[src/rtl/bgc_pkg.sv]
// ----------------------------------------------------------------------------
// bgc_pkg
// Shared types, codes and reset values of the button gesture classifier.
// ----------------------------------------------------------------------------
package bgc_pkg;

  localparam int unsigned TimeW  = 32;
  localparam int unsigned LimitW = 16;
  localparam int unsigned CodeW  = 4;

  localparam logic [LimitW-1:0] LongPressResetMs = 16'd800;
  localparam logic [LimitW-1:0] DoubleGapResetMs = 16'd600;

  // configuration register indexes
  localparam logic RegLongPressMs = 1'b0;
  localparam logic RegDoubleGapMs = 1'b1;

  // item kinds on the input channel
  localparam logic FuncSample = 1'b0;
  localparam logic FuncTick   = 1'b1;

  typedef enum logic [1:0] {
    KIND_SHORT  = 2'd0,
    KIND_LONG   = 2'd1,
    KIND_DOUBLE = 2'd2
  } kind_e;

  typedef enum logic [1:0] {
    SIDE_LEFT  = 2'd0,
    SIDE_RIGHT = 2'd1,
    SIDE_BOTH  = 2'd2
  } side_e;

  typedef struct packed {
    logic [LimitW-1:0] long_press_ms;
    logic [LimitW-1:0] gap_limit_ms;
  } cfg_t;

  typedef struct packed {
    logic             func;
    logic             left_pressed;
    logic             right_pressed;
    logic [TimeW-1:0] now_ms;
  } item_t;

  typedef struct packed {
    logic [CodeW-1:0] gesture_code;
    side_e            gesture_side;
    kind_e            gesture_kind;
  } result_t;

  function automatic side_e side_of(input logic both, input logic left);
    side_e s;
    if (both) begin
      s = SIDE_BOTH;
    end else if (left) begin
      s = SIDE_LEFT;
    end else begin
      s = SIDE_RIGHT;
    end
    return s;
  endfunction

  // kind + 1 + 3 * side
  function automatic logic [CodeW-1:0] code_of(input side_e side, input kind_e kind);
    logic [CodeW-1:0] s;
    s = {2'b00, side};
    return (s << 1) + s + {2'b00, kind} + 4'd1;
  endfunction

  function automatic result_t make_result(input side_e side, input kind_e kind);
    result_t r;
    r.gesture_code = code_of(side, kind);
    r.gesture_side = side;
    r.gesture_kind = kind;
    return r;
  endfunction

endpackage

[src/rtl/bgc_item_if.sv]
// ----------------------------------------------------------------------------
// bgc_item_if
// Input channel: a button sample or a timer tick with its timestamp.
// ----------------------------------------------------------------------------
interface bgc_item_if;
  logic                      valid;
  logic                      ready;
  logic                      func;
  logic                      left_pressed;
  logic                      right_pressed;
  logic [bgc_pkg::TimeW-1:0] now_ms;

  modport source (output valid, func, left_pressed, right_pressed, now_ms, input ready);
  modport sink   (input valid, func, left_pressed, right_pressed, now_ms, output ready);
endinterface

[src/rtl/bgc_result_if.sv]
// ----------------------------------------------------------------------------
// bgc_result_if
// Output channel: one classified gesture.
// ----------------------------------------------------------------------------
interface bgc_result_if;
  logic                      valid;
  logic                      ready;
  logic [bgc_pkg::CodeW-1:0] gesture_code;
  logic [1:0]                gesture_side;
  logic [1:0]                gesture_kind;

  modport source (output valid, gesture_code, gesture_side, gesture_kind, input ready);
  modport sink   (input valid, gesture_code, gesture_side, gesture_kind, output ready);
endinterface

[src/rtl/bgc_cfg_regs.sv]
// ----------------------------------------------------------------------------
// bgc_cfg_regs
// Long press and double gap limit registers behind a plain write port.
// ----------------------------------------------------------------------------
module bgc_cfg_regs (
  input  logic                       clk_i,
  input  logic                       rst_ni,
  input  logic                       cfg_we_i,
  input  logic                       cfg_idx_i,
  input  logic [bgc_pkg::LimitW-1:0] cfg_wdata_i,
  output bgc_pkg::cfg_t              cfg_o
);

  bgc_pkg::cfg_t cfg_d, cfg_q;

  always_comb begin
    cfg_d = cfg_q;
    if (cfg_we_i) begin
      case (cfg_idx_i)
        bgc_pkg::RegLongPressMs: cfg_d.long_press_ms = cfg_wdata_i;
        bgc_pkg::RegDoubleGapMs: cfg_d.gap_limit_ms = cfg_wdata_i;
        default: cfg_d = cfg_q;
      endcase
    end
  end

  always_ff @(posedge clk_i or negedge rst_ni) begin
    if (!rst_ni) begin
      cfg_q.long_press_ms <= bgc_pkg::LongPressResetMs;
      cfg_q.gap_limit_ms  <= bgc_pkg::DoubleGapResetMs;
    end else begin
      cfg_q <= cfg_d;
    end
  end

  assign cfg_o = cfg_q;

endmodule

[src/rtl/bgc_core.sv]
// ----------------------------------------------------------------------------
// bgc_core
// Press tracking state and the gesture decision for one staged item.
// ----------------------------------------------------------------------------
module bgc_core (
  input  logic             clk_i,
  input  logic             rst_ni,
  input  bgc_pkg::cfg_t    cfg_i,
  input  bgc_pkg::item_t   item_i,
  input  logic             adv_i,
  output logic             has_res_o,
  output bgc_pkg::result_t res_o
);

  logic held_d, held_q;
  logic both_seen_d, both_seen_q;
  logic press_left_d, press_left_q;
  logic [bgc_pkg::TimeW-1:0] press_start_d, press_start_q;
  logic consumed_d, consumed_q;
  logic pending_d, pending_q;
  logic pend_left_d, pend_left_q;
  logic pend_both_d, pend_both_q;
  logic [bgc_pkg::TimeW-1:0] release_d, release_q;

  logic any_btn, both_btn, gap_ok, long_ok, match;
  logic [bgc_pkg::TimeW-1:0] since_rel, held_for;
  bgc_pkg::side_e pend_side;

  assign any_btn   = item_i.left_pressed | item_i.right_pressed;
  assign both_btn  = item_i.left_pressed & item_i.right_pressed;
  assign since_rel = item_i.now_ms - release_q;
  assign held_for  = item_i.now_ms - press_start_q;
  assign gap_ok    = since_rel <= {16'd0, cfg_i.gap_limit_ms};
  assign long_ok   = held_for >= {16'd0, cfg_i.long_press_ms};
  assign match     = gap_ok && (pend_both_q == both_btn) && (pend_left_q == item_i.left_pressed);
  assign pend_side = bgc_pkg::side_of(pend_both_q, pend_left_q);

  always_comb begin
    held_d        = held_q;
    both_seen_d   = both_seen_q;
    press_left_d  = press_left_q;
    press_start_d = press_start_q;
    consumed_d    = consumed_q;
    pending_d     = pending_q;
    pend_left_d   = pend_left_q;
    pend_both_d   = pend_both_q;
    release_d     = release_q;
    has_res_o     = 1'b0;
    res_o         = bgc_pkg::make_result(bgc_pkg::SIDE_LEFT, bgc_pkg::KIND_SHORT);

    if (item_i.func == bgc_pkg::FuncTick) begin
      // tick only expires a pending short press
      if (pending_q && !gap_ok) begin
        pending_d = 1'b0;
        has_res_o = 1'b1;
        res_o     = bgc_pkg::make_result(pend_side, bgc_pkg::KIND_SHORT);
      end
    end else if (any_btn && !held_q) begin
      held_d        = 1'b1;
      press_start_d = item_i.now_ms;
      both_seen_d   = both_btn;
      press_left_d  = item_i.left_pressed;
      consumed_d    = 1'b0;
      if (pending_q) begin
        pending_d = 1'b0;
        has_res_o = 1'b1;
        if (match) begin
          // second press of a double: its release is swallowed
          consumed_d = 1'b1;
          res_o      = bgc_pkg::make_result(pend_side, bgc_pkg::KIND_DOUBLE);
        end else begin
          res_o = bgc_pkg::make_result(pend_side, bgc_pkg::KIND_SHORT);
        end
      end
    end else if (any_btn && held_q) begin
      if (both_btn) begin
        both_seen_d = 1'b1;
      end
    end else if (held_q) begin
      held_d = 1'b0;
      if (!consumed_q) begin
        if (long_ok) begin
          has_res_o = 1'b1;
          res_o     = bgc_pkg::make_result(bgc_pkg::side_of(both_seen_q, press_left_q),
                                           bgc_pkg::KIND_LONG);
        end else begin
          pending_d   = 1'b1;
          pend_left_d = press_left_q;
          pend_both_d = both_seen_q;
          release_d   = item_i.now_ms;
        end
      end
    end
  end

  always_ff @(posedge clk_i or negedge rst_ni) begin
    if (!rst_ni) begin
      held_q        <= 1'b0;
      both_seen_q   <= 1'b0;
      press_left_q  <= 1'b0;
      press_start_q <= '0;
      consumed_q    <= 1'b0;
      pending_q     <= 1'b0;
      pend_left_q   <= 1'b0;
      pend_both_q   <= 1'b0;
      release_q     <= '0;
    end else if (adv_i) begin
      held_q        <= held_d;
      both_seen_q   <= both_seen_d;
      press_left_q  <= press_left_d;
      press_start_q <= press_start_d;
      consumed_q    <= consumed_d;
      pending_q     <= pending_d;
      pend_left_q   <= pend_left_d;
      pend_both_q   <= pend_both_d;
      release_q     <= release_d;
    end
  end

endmodule

[src/rtl/button_gesture_classifier.sv]
// ----------------------------------------------------------------------------
// button_gesture_classifier
// Short, long and double press detection for a two-button pad.
// ----------------------------------------------------------------------------
// Takes one request per clock: button samples and timer ticks are captured in
// an input register, classified in a single pass against the press state and
// the gesture, if any, lands in a result register, from which it is offered
// on the result channel. The input side only holds off while a gesture waits
// in the result register and the staged request would produce another one.
// Limits are written through cfg_we_i, index 0 long press, index 1 double
// gap, in milliseconds.
// ----------------------------------------------------------------------------
module button_gesture_classifier (
  input  logic                       clk_i,
  input  logic                       rst_ni,
  input  logic                       cfg_we_i,
  input  logic                       cfg_idx_i,
  input  logic [bgc_pkg::LimitW-1:0] cfg_wdata_i,
  bgc_item_if.sink                   item_i,
  bgc_result_if.source               result_o
);

  bgc_pkg::cfg_t    cfg;
  bgc_pkg::item_t   stg_d, stg_q;
  logic             stg_valid_q;
  logic             has_res, adv, out_free;
  bgc_pkg::result_t res, out_q;
  logic             out_valid_q;

  bgc_cfg_regs u_cfg (
    .clk_i,
    .rst_ni,
    .cfg_we_i,
    .cfg_idx_i,
    .cfg_wdata_i,
    .cfg_o (cfg)
  );

  bgc_core u_core (
    .clk_i,
    .rst_ni,
    .cfg_i     (cfg),
    .item_i    (stg_q),
    .adv_i     (adv),
    .has_res_o (has_res),
    .res_o     (res)
  );

  assign out_free     = !out_valid_q || result_o.ready;
  assign adv          = stg_valid_q && (!has_res || out_free);
  assign item_i.ready = !stg_valid_q || adv;

  assign stg_d.func          = item_i.func;
  assign stg_d.left_pressed  = item_i.left_pressed;
  assign stg_d.right_pressed = item_i.right_pressed;
  assign stg_d.now_ms        = item_i.now_ms;

  always_ff @(posedge clk_i or negedge rst_ni) begin
    if (!rst_ni) begin
      stg_valid_q <= 1'b0;
    end else if (item_i.ready) begin
      stg_valid_q <= item_i.valid;
    end
  end

  always_ff @(posedge clk_i) begin
    if (item_i.ready && item_i.valid) begin
      stg_q <= stg_d;
    end
  end

  always_ff @(posedge clk_i or negedge rst_ni) begin
    if (!rst_ni) begin
      out_valid_q <= 1'b0;
    end else if (out_free) begin
      out_valid_q <= adv && has_res;
    end
  end

  always_ff @(posedge clk_i) begin
    if (out_free && adv && has_res) begin
      out_q <= res;
    end
  end

  assign result_o.valid        = out_valid_q;
  assign result_o.gesture_code = out_q.gesture_code;
  assign result_o.gesture_side = out_q.gesture_side;
  assign result_o.gesture_kind = out_q.gesture_kind;

endmodule

[src/flat_wrapper.sv]
// flat-port wrapper written by rule: the top's interface ports become plain ports
module button_gesture_classifier_flat 
  (clk_i, rst_ni, cfg_we_i, cfg_idx_i, cfg_wdata_i, item_i_valid, item_i_func, item_i_left_pressed, item_i_right_pressed, item_i_now_ms, item_i_ready, result_o_valid, result_o_gesture_code, result_o_gesture_side, result_o_gesture_kind, result_o_ready);
  bgc_item_if item_i_i ();
  bgc_result_if result_o_i ();
  input  logic clk_i;
  input  logic rst_ni;
  input  logic cfg_we_i;
  input  logic cfg_idx_i;
  input  logic [bgc_pkg::LimitW-1:0] cfg_wdata_i;
  input wire logic [$bits(item_i_i.valid)-1:0] item_i_valid;
  input wire logic [$bits(item_i_i.func)-1:0] item_i_func;
  input wire logic [$bits(item_i_i.left_pressed)-1:0] item_i_left_pressed;
  input wire logic [$bits(item_i_i.right_pressed)-1:0] item_i_right_pressed;
  input wire logic [$bits(item_i_i.now_ms)-1:0] item_i_now_ms;
  output wire logic [$bits(item_i_i.ready)-1:0] item_i_ready;
  output wire logic [$bits(result_o_i.valid)-1:0] result_o_valid;
  output wire logic [$bits(result_o_i.gesture_code)-1:0] result_o_gesture_code;
  output wire logic [$bits(result_o_i.gesture_side)-1:0] result_o_gesture_side;
  output wire logic [$bits(result_o_i.gesture_kind)-1:0] result_o_gesture_kind;
  input wire logic [$bits(result_o_i.ready)-1:0] result_o_ready;
  assign item_i_i.valid = item_i_valid;
  assign item_i_i.func = item_i_func;
  assign item_i_i.left_pressed = item_i_left_pressed;
  assign item_i_i.right_pressed = item_i_right_pressed;
  assign item_i_i.now_ms = item_i_now_ms;
  assign item_i_ready = item_i_i.ready;
  assign result_o_valid = result_o_i.valid;
  assign result_o_gesture_code = result_o_i.gesture_code;
  assign result_o_gesture_side = result_o_i.gesture_side;
  assign result_o_gesture_kind = result_o_i.gesture_kind;
  assign result_o_i.ready = result_o_ready;
  button_gesture_classifier u_core (.clk_i(clk_i), .rst_ni(rst_ni), .cfg_we_i(cfg_we_i), .cfg_idx_i(cfg_idx_i), .cfg_wdata_i(cfg_wdata_i), .item_i(item_i_i), .result_o(result_o_i));
endmodule
[config.mk]
export PLATFORM = sky130hd
export DESIGN_NAME = button_gesture_classifier_flat
export DESIGN_NICKNAME = d
export VERILOG_FILES = /design/src/rtl/bgc_pkg.sv /design/src/rtl/bgc_item_if.sv /design/src/rtl/bgc_result_if.sv /design/src/rtl/bgc_cfg_regs.sv /design/src/rtl/bgc_core.sv /design/src/rtl/button_gesture_classifier.sv /design/src/flat_wrapper.sv
export SDC_FILE = /design/constraint.sdc
export NUM_CORES = 1
export LEC_CHECK = 0
export BUFFER_PORTS_ARGS = -buffer_cell sky130_fd_sc_hd__clkbuf_2
export CAP_MARGIN = 20
export CORE_MARGIN = 2
export CORE_UTILIZATION = 40
export DETAILED_ROUTE_END_ITERATION = 12
export SLEW_MARGIN = 20
export SYNTH_ARGS = -nofsm -noshare
export SYNTH_HDL_FRONTEND = slang
export SYNTH_SLANG_ARGS = --single-unit
[constraint.sdc]
create_clock -name clk_i -period 11.29 [get_ports clk_i]
set_input_delay 3.387 -clock clk_i [delete_from_list [all_inputs] [get_ports clk_i]]
set_output_delay 3.387 -clock clk_i [all_outputs]
set_load 0.03 [all_outputs]
Word-level counts from Yosys, hierarchy flattened
Cells that the tools add are included.
- magnitude comparators: 2
- add/subtract/negate cells: 9
- muxes and demuxes: 41
- reductions and logical operators: 28
- bitwise operators: 8
- eq/ne operators: 7
- operators with widths (cell ; count):
    8-bit 2-to-1 mux ; 9
    32-bit subtractor ; 2
    32-bit by 16-bit >= comparator with 1-bit output ; 1
    32-bit by 16-bit less-or-equal comparator with 1-bit output ; 1
    1-bit 2-to-1 mux ; 24
    4-bit by 1-bit adder with 4-bit output (second input constant) ; 4
    2-bit 2-to-1 mux ; 8
    1-bit logical AND ; 10
    3-bit by 2-bit adder with 4-bit output ; 2
    7-bit AND reduction ; 1
    3-bit by 1-bit inequality test with 1-bit output (second input constant) ; 2
    1-bit NOT ; 6
    3-bit AND reduction ; 2
    6-bit AND reduction ; 1
    1-bit logical NOT ; 5
    4-bit by 2-bit adder with 4-bit output (second input constant) ; 1
    2-bit inequality test (second input constant) ; 2
    2-bit AND reduction ; 2
    4-bit AND reduction ; 1
    2-bit nonzero test ; 2
    1-bit logical OR ; 3
    3-bit by 2-bit inequality test with 1-bit output (second input constant) ; 1
    3-bit nonzero test ; 1
    1-bit == test ; 2
    2 further kinds ; 2
- word-level logic and storage cells: 115
- register bits: 148

Logic depth before layout (Yosys ltp)
Gate-level depths: netlist of the first run.
- depth after elaboration: 17
- mapped depth: 21
- mapped depth without buffers: 20

Modules after synthesis
A second synthesis of the first run with hierarchy kept.
- cells, all modules: 1092
- area total of the unflattened synthesis: 10576.4 um2
- modules (own cells, without submodules) (module ; area an instance (um2) ; sequential area each (um2) ; instances ; cells each):
    bgc_core ; 7917.6 ; 1776.7 ; 1 ; 970
    button_gesture_classifier ; 1397.6 ; 1341.3 ; 1 ; 53
    bgc_cfg_regs ; 1261.2 ; 809.5 ; 1 ; 69

Worst setup path before layout of the first run
No wires, ideal clock.
- path type: reg2out
- start: register u_core.stg_q[8] (netlist bit)
- end: output port item_i_ready
- cell stages (with the launch flop): 20
- arrival time: 4.935 ns
- buffers on the path: 2
- required time: 7.903 ns
- setup slack: 2.968 ns
- path through: edfxtp_1 ha_1 buf_2 and3_1 clkbuf_1 nand3_1 a31oi_2 nor3_1 o21ai_0 xor2_1 ha_1 nand4_1 nor4_1 a21oi_1 or4_1 or4_4 nor4_1 a31oi_1 or3_4 nand3_1
- cells in the longest elaborated chain, start to end: 12
- RTL lines (item ; RTL line ; source):
    from (decl) ; button_gesture_classifier.sv:24 ; bgc_pkg::item_t stg_d, stg_q;
    from (signal assigned) ; button_gesture_classifier.sv:68 ; stg_q <= stg_d;
    32-bit subtractor ; bgc_core.sv:32 ; assign held_for = item_i.now_ms - press_start_q;
    32-bit by 16-bit >= comparator with 1-bit output ; bgc_core.sv:34 ; assign long_ok = held_for >= {16'd0, cfg_i.long_press_ms};
    1-bit 2-to-1 mux ; bgc_core.sv:82 ; if (long_ok) begin
    1-bit 2-to-1 mux ; bgc_core.sv:81 ; if (!consumed_q) begin
    1-bit 2-to-1 mux ; bgc_core.sv:79 ; end else if (held_q) begin
    1-bit 2-to-1 mux ; bgc_core.sv:75 ; end else if (any_btn && held_q) begin
    1-bit 2-to-1 mux ; bgc_core.sv:58 ; end else if (any_btn && !held_q) begin
    1-bit 2-to-1 mux * ; bgc_core.sv:51 ; if (item_i.func == bgc_pkg::FuncTick) begin
    1-bit logical NOT * ; button_gesture_classifier.sv:50 ; assign adv = stg_valid_q && (!has_res || out_free);
    1-bit logical OR * ; button_gesture_classifier.sv:50 ;
    1-bit logical AND * ; button_gesture_classifier.sv:50 ;
    1-bit logical OR * ; button_gesture_classifier.sv:51 ; assign item_i.ready = !stg_valid_q || adv;
    to (decl) ; flat_wrapper.sv:16 ; output wire logic [$bits(item_i_i.ready)-1:0] item_i_ready;
Mark *: on every way between the ends. The rest lies on a longest branch, timed or not.

Worst setup path after layout of the first run
- start: register u_core.stg_q[0] (netlist bit)
- end: output port item_i_ready
Same word-level chain as after synthesis.

==> impl_metrics.tcl, run 1 <==
set metrics [dict create \
    synth_fp_nets 1313 \
    relSlewSlack 0.302 \
    grt_remaining_overflow 0 \
    r2r_slack_ns 4.99 \
    stdcell_area_mm2 0.0120 \
    r2r_end "u_core.stg_q[22]" \
    final_cell_mix "inv_1, dfrtp_1, ha_1" \
    powerDensity_mw_per_mm2 200 \
    dp_hpwl_um 22400 \
    setup.worst_path.class "reg -> out" \
    fin_crit_sh 0.831 \
    yosysWarnings 0 \
    hold_depth 1 \
    skew_ns 0.0173 \
    vias 8937 \
    die_w_um 169 \
    fp.dieH_um 169 \
    yosysUniqueCellTypes 86 \
    clkLatencyLatePin_ns 0.44 \
    hold_start "u_core.u_core.release_q[16]" \
    ys_ff_latch 148 \
    ir_worst_vdd_mv 0.0862 \
    clk_pin_slew_ns 0.07 \
    finalHoldViolCount 0 \
    num_io_pins 67 \
    post-cts-setup-buffers 0 \
    syn_area_per_cell_um2 9.33 \
    status "finished clean" \
    cts.path.max_buffers 2 \
    grt_pass1_wl_um 46100 \
    grt_pass1_vias 8662 \
    h-tree-depth 4 \
    rsz0062_at_grt "no" \
    ff2ff_path_depth 20 \
    postCtsHoldBufs 0 \
    syn_area_mm2 0.0108 \
    diodes 0 \
    die_area_mm2 0.0284 \
    ctsResizeCount 0 \
    crit_path_start_kind "register" \
    drive_above_1_share 0.188 \
    numCtsBuffers 17 \
    hold_path.class "reg -> reg" \
    hold_end "u_core.u_core.release_q[16]" \
    crit_required_ns 7.90 \
    finalSetupTns_ns 0 \
    synth_edf_count 43 \
    synthArstFlopShare 0.709 \
    maxCapViolations 0 \
    rr_startpoint "u_core.stg_q[0]" \
    start_util 0.405 \
    fmax_ghz 0.107 \
    rows 60 \
    maxSlewViolCount 0 \
    ys_seq_area_frac 0.363 \
    min_period_ns 9.38 \
    drtIter0Drc 749 \
    grt_start_max_net_pins 77 \
    end_kind "output port" \
    yosys_most_used_dff "dfrtp_1" \
    cts_tree "done" \
    avgViaCountPerCell 5.73 \
    crit_path_max_fanout 5 \
    clock_sinks 148 \
    worstPathCellList "inv_1 > ha_1 > fa_1 > nor2b_1 > o2111ai_1 > a21oi_1 > o2bb2ai_1 > nor2_1 > xnor2_1 > ha_1 > nand4_1 > nor4_1 > a21oi_1 > or4_1 > or4_4 > nor4_1 > a31oi_1 > or3_4 > nand3_1 > clkbuf_2" \
    grt_antenna_before_repair 0 \
    setup_violations 0 \
    cts_root_buffer "clkbuf_16" \
    grt_usage 0.206 \
    syn-instance-count 1160 \
    cp.arrival_ns 6.00 \
    nFillCells 2547 \
    io_buffers 66 \
    tightest_slew_ns 1.04 \
    dr.pass1.iters 6 \
    critPathSlowestCell "or4_4" \
    layout_commonest_cell "inv_1" \
    wl_um 28700 \
    wl_per_cell_um 18.4 \
    ant_nets 0 \
    fp.coreArea_mm2 0.0267 \
    placed_cell_area_mm2 0.0114 \
    areaGrowthSynthToFinish_pct 10.8 \
    gp_congestion 0.898 \
    power_leakage_nw 5.17 \
    worst_path_largest_cell_delay_ns 0.53 \
    finalNetCount 1358 \
    drc 0 \
]
## layer usage
metal,GRT usage,share of wire
met4,0.0697,0.027
met5,0,0
met1,0.276,0.46
met3,0.0309,0.031
met2,0.344,0.48
## sequential cells by signal, summed over array words and instances, names as in the netlist, 2 cells and up
| register | flops |
|---|---|
| u_core.result_o.gesture_code | 4 |
| u_core.u_cfg.cfg_o | 32 |
| u_core.u_core.press_start_q | 32 |
| u_core.result_o.gesture_kind | 2 |
| u_core.stg_q | 35 |
| u_core.u_core.release_q | 32 |
| u_core.result_o.gesture_side | 2 |
## logic make-up after synthesis
| family | share of synthesized area |
|---|---|
| compound gates | 0.194 |
| simple gates | 0.149 |
| buf+inv | 0.0596 |
| flops | 0.363 |
| fa+ha+maj | 0.112 |
| mux | 0.0946 |
| xor+xnor | 0.0283 |
## power by group
group / internal, mW / switching [mW]
Clock: 0.292 / 0.261
Combinational: 0.455 / 0.687
Sequential: 0.646 / 0.0529
Total: 1.39 / 1.00
## how the worst max path moves through the flow
stage	start	endpoint	slack [ns]	cells past startpoint
floorplan	u_core.stg_q[8]	item_i_ready	2.97	19
global placement	u_core.stg_q[0]	item_i_ready	2.57	20
detailed placement	u_core.stg_q[0]	item_i_ready	2.41	20
CTS	u_core.stg_q[0]	item_i_ready	1.91	20
global route	u_core.stg_q[0]	item_i_ready	1.47	20
finish	u_core.stg_q[0]	item_i_ready	1.91	20
## critical path, delay by kind of cell (launching register included)
family	cells	cell delay, ns
adder cells (fa/ha/maj)	3	0.94
buffers and inverters	2	0.28
XOR/XNOR	1	0.15
flip-flops	1	0.35
AND/OR/NAND/NOR	9	2.74
AO/OA/AOI/OAI	5	1.09
## cell usage after synthesis, types with 20 or more instances
library cell	count	share of area
a21o_1	23	0.016
a21oi_1	87	0.040
clkbuf_1	28	0.0097
dfrtp_1	98	0.23
edfxtp_1	43	0.12
ha_1	94	0.11
inv_1	116	0.040
mux2_2	81	0.084
nand2_1	93	0.032
nand3_1	28	0.013
nand4_1	29	0.017
nor2_1	68	0.024
nor3_1	20	0.0092
o21ai_0	66	0.031
xnor2_1	22	0.018
## metrics by stage
| step | instances | total power [mW] | worst slack, ns | utilization | hold WS [ns] |
|---|---|---|---|---|---|
| 3_3_place_gp | 1527 | 1.82 | 2.57 | 0.427 | 0.474 |
| 5_1_grt | 1559 | 2.57 | 1.47 | 0.449 | 0.514 |
| 2_1_floorplan | 1160 | 1.54 | 2.97 | - | 0.456 |
| 4_1_cts | 1559 | 2.39 | 1.91 | 0.449 | 0.499 |
| 6_report | 1559 | 2.39 | 1.91 | 0.449 | 0.494 |
| 3_5_place_dp | 1527 | 1.83 | 2.41 | 0.427 | 0.485 |
## cell type report
| type | count | area (um2) | area share |
|---|---|---|---|
| Sequential cell | 148 | 3930 | 0.327 |
| Timing Repair Buffer | 69 | 359 | 0.0299 |
| Multi-Input combinational cell | 853 | 6280 | 0.523 |
| Tap cell | 341 | 427 | 0.0356 |
| Clock buffer | 17 | 425 | 0.0355 |
| Clock inverter | 15 | 143 | 0.0119 |
| Inverter | 116 | 435 | 0.0363 |
No activity file was read; power rests on OpenSTA's default activity.
==> run 2: changes to the inputs <==
- ABC_AREA: not set -> 1
- clock period: 11.29 -> 9 ns (I/O delays scaled with it)
==> impl_metrics.tcl, run 2 <==
set metrics [dict create \
    status "finished clean" \
    synthMuxAreaShare 0 \
    die_w_um 173 \
    clk_pin_slew_ns 0.07 \
    num_io_pins 67 \
    dp_hpwl_um 25900 \
    r2r_slack_ns 4.11 \
    final_cell_mix "nand2_1, inv_1, nor2_1" \
    synth_most_common_cell "nand2_1" \
    grt_pass1_vias 10200 \
    synth.area.top_cells "nand2_1, dfrtp_1, edfxtp_1" \
    finalSetupTns_ns 0 \
    yosysWarnings 0 \
    hold_slack_ns 0.469 \
    ys_ff_latch 148 \
    grt_start_max_net_pins 71 \
    synth-simple-area-share 0.346 \
    areaGrowthSynthToFinish_pct 11.4 \
    yosysUniqueCellTypes 35 \
    wl_um 33100 \
    grt_antenna_before_repair 0 \
    setup_violations 0 \
    syn-instance-count 1738 \
    end_kind "output port" \
    synth_fp_nets 1891 \
    cts_root_buffer "clkbuf_16" \
    pre_cts_slack_ns 2.43 \
    synth_top_area_share 0.219 \
    setup.worst_path.class "reg -> out" \
    die_area_mm2 0.0301 \
    synth_edf_count 43 \
    synth_xor_area_frac 0.0252 \
    clkLatencyLatePin_ns 0.45 \
    gp_congestion 0.924 \
    fp.dieH_um 173 \
    power_leakage_nw 7.19 \
    postCtsHoldBufs 0 \
    ctsResizeCount 0 \
    synthAdderAreaFrac 0.106 \
    dr.pass1.iters 5 \
    cts.path.max_buffers 2 \
    hold_path.class "reg -> reg" \
    ir_worst_vdd_mv 0.0988 \
    grt_remaining_overflow 0 \
    synth_top_area_cell "nand2_1" \
    dp_cells 2165 \
    maxSlewViolCount 0 \
    synth_compound_area_frac 0.0575 \
    ys_seq_area_frac 0.342 \
    clock_sinks 148 \
    grt_pass1_wl_um 53300 \
    min_period_ns 7.08 \
    drive_above_1_share 0.0706 \
    fp.coreArea_mm2 0.0285 \
    fmax_ghz 0.141 \
    setup_ws_ns 1.92 \
    fin_cells 2197 \
    layout_commonest_cell "nand2_1" \
    relSlewSlack 0.386 \
    tightest_slew_ns 0.918 \
    ant_nets 0 \
    cp.arrival_ns 4.38 \
    grt_usage 0.225 \
    yosys_most_used_dff "dfrtp_1" \
    syn_area_per_cell_um2 6.61 \
    crit_required_ns 6.30 \
    skew_ns 0.0185 \
    largest_register "u_core.stg_q" \
    drc 0 \
    finalNetCount 1953 \
    crit_path_start_kind "register" \
    numCtsBuffers 17 \
    rows 62 \
    largest_reg_flops 35 \
    maxCapViolations 0 \
    wl_per_cell_um 15.1 \
    diodes 0 \
    io_buffers 66 \
    avgViaCountPerCell 4.93 \
    rsz0062_at_grt "no" \
    synth_commonest_cells "nand2_1, inv_1, nor2_1" \
    stdcell_area_mm2 0.0128 \
    finalHoldViolCount 0 \
    h-tree-depth 4 \
    synthArstFlopShare 0.709 \
    vias 10800 \
    cts_tree "done" \
    final_core_util 0.450 \
    fin_crit_sh 0.787 \
    synth_top_family_by_area "simple AND/OR/NAND/NOR gates" \
    post-cts-setup-buffers 0 \
    start_util 0.404 \
    placed_cell_area_mm2 0.0122 \
    drtIter0Drc 774 \
    syn_area_mm2 0.0115 \
    total_power_mw 3.15 \
    nFillCells 3007 \
    powerDensity_mw_per_mm2 246 \
    crit_path_max_fanout 6 \
]
## run 2: changes by cell type in the layout (fill, tap and decap cells not counted), sizes merged, moves of 23 or more
cell,before,now
nor2,68,114
mux2,82,0
a21oi,89,60
nand2,93,673
nand4,29,52
nand3,29,94
inv,124,352
## run 2: cells by family after synthesis
kind of cell / count (synthesis)
AND/OR/NAND/NOR: 965
buffers and inverters: 373
flip-flops: 148
AO/OA/AOI/OAI: 123
adder cells (fa/ha/maj): 96
XOR/XNOR: 33
## run 2: final cells by class
type	instances	area (um2)	share of cell area
clock inverters	13	109	0.00850
inverters	343	1290	0.101
repair buffers	73	405	0.0317
well taps	384	480	0.0375
multi-input cells	1217	6140	0.480
clock buffers	19	454	0.0355
flip-flops and latches	148	3930	0.307
## run 2: power breakdown
part | internal [mW] | switching [mW] | total, mW
registers | 0.816 | 0.0749 | 0.891
logic | 0.541 | 1.01 | 1.55
clock network | 0.378 | 0.329 | 0.706
total | 1.73 | 1.41 | 3.15
## run 2: layer usage
metal  vias up  wire [um]  share of wire  global-route usage
met5         -          0              0                   0
met4         0       1010          0.031              0.0879
met3        51       1560          0.047              0.0329
met2       247      15300           0.46               0.369
met1      5003      15200           0.46               0.299
li1       5522          -              -                   -
## run 2: worst paths after layout
kind,start,endpoint,cells past startpoint
worst max-delay path,u_core.stg_q[3],item_i_ready,24
worst min-delay path,u_core.u_core.press_start_q[28],u_core.u_core.press_start_q[28],2
worst max register to register,u_core.stg_q[3],u_core.u_core.release_q[21],27
worst min register to register,u_core.u_core.press_start_q[28],u_core.u_core.press_start_q[28],2
max in group asynchronous,rst_ni,u_core.u_core.press_start_q[26],2
min in group asynchronous,rst_ni,u_core.u_core.press_start_q[2],1
## run 2: worst max-delay path, stage by stage, from the launching register on
cell      delay, ns
edfxtp_1       0.45
ha_1           0.39
nand2_1        0.11
inv_1          0.07
nand2_1        0.07
nand2_1        0.06
nand2_1        0.06
nand3_1        0.21
nand2_1        0.13
nand3_1        0.18
xor2_1         0.20
ha_1           0.30
nand2_1        0.07
nor4_1         0.34
nand3_1        0.11
nand2_1        0.10
nand2_1        0.07
a21oi_1        0.11
nand3_1        0.10
nor2_1         0.09
nand2_1        0.11
nand2_1        0.11
nand3_2        0.12
nand3_1        0.14
clkbuf_2       0.22
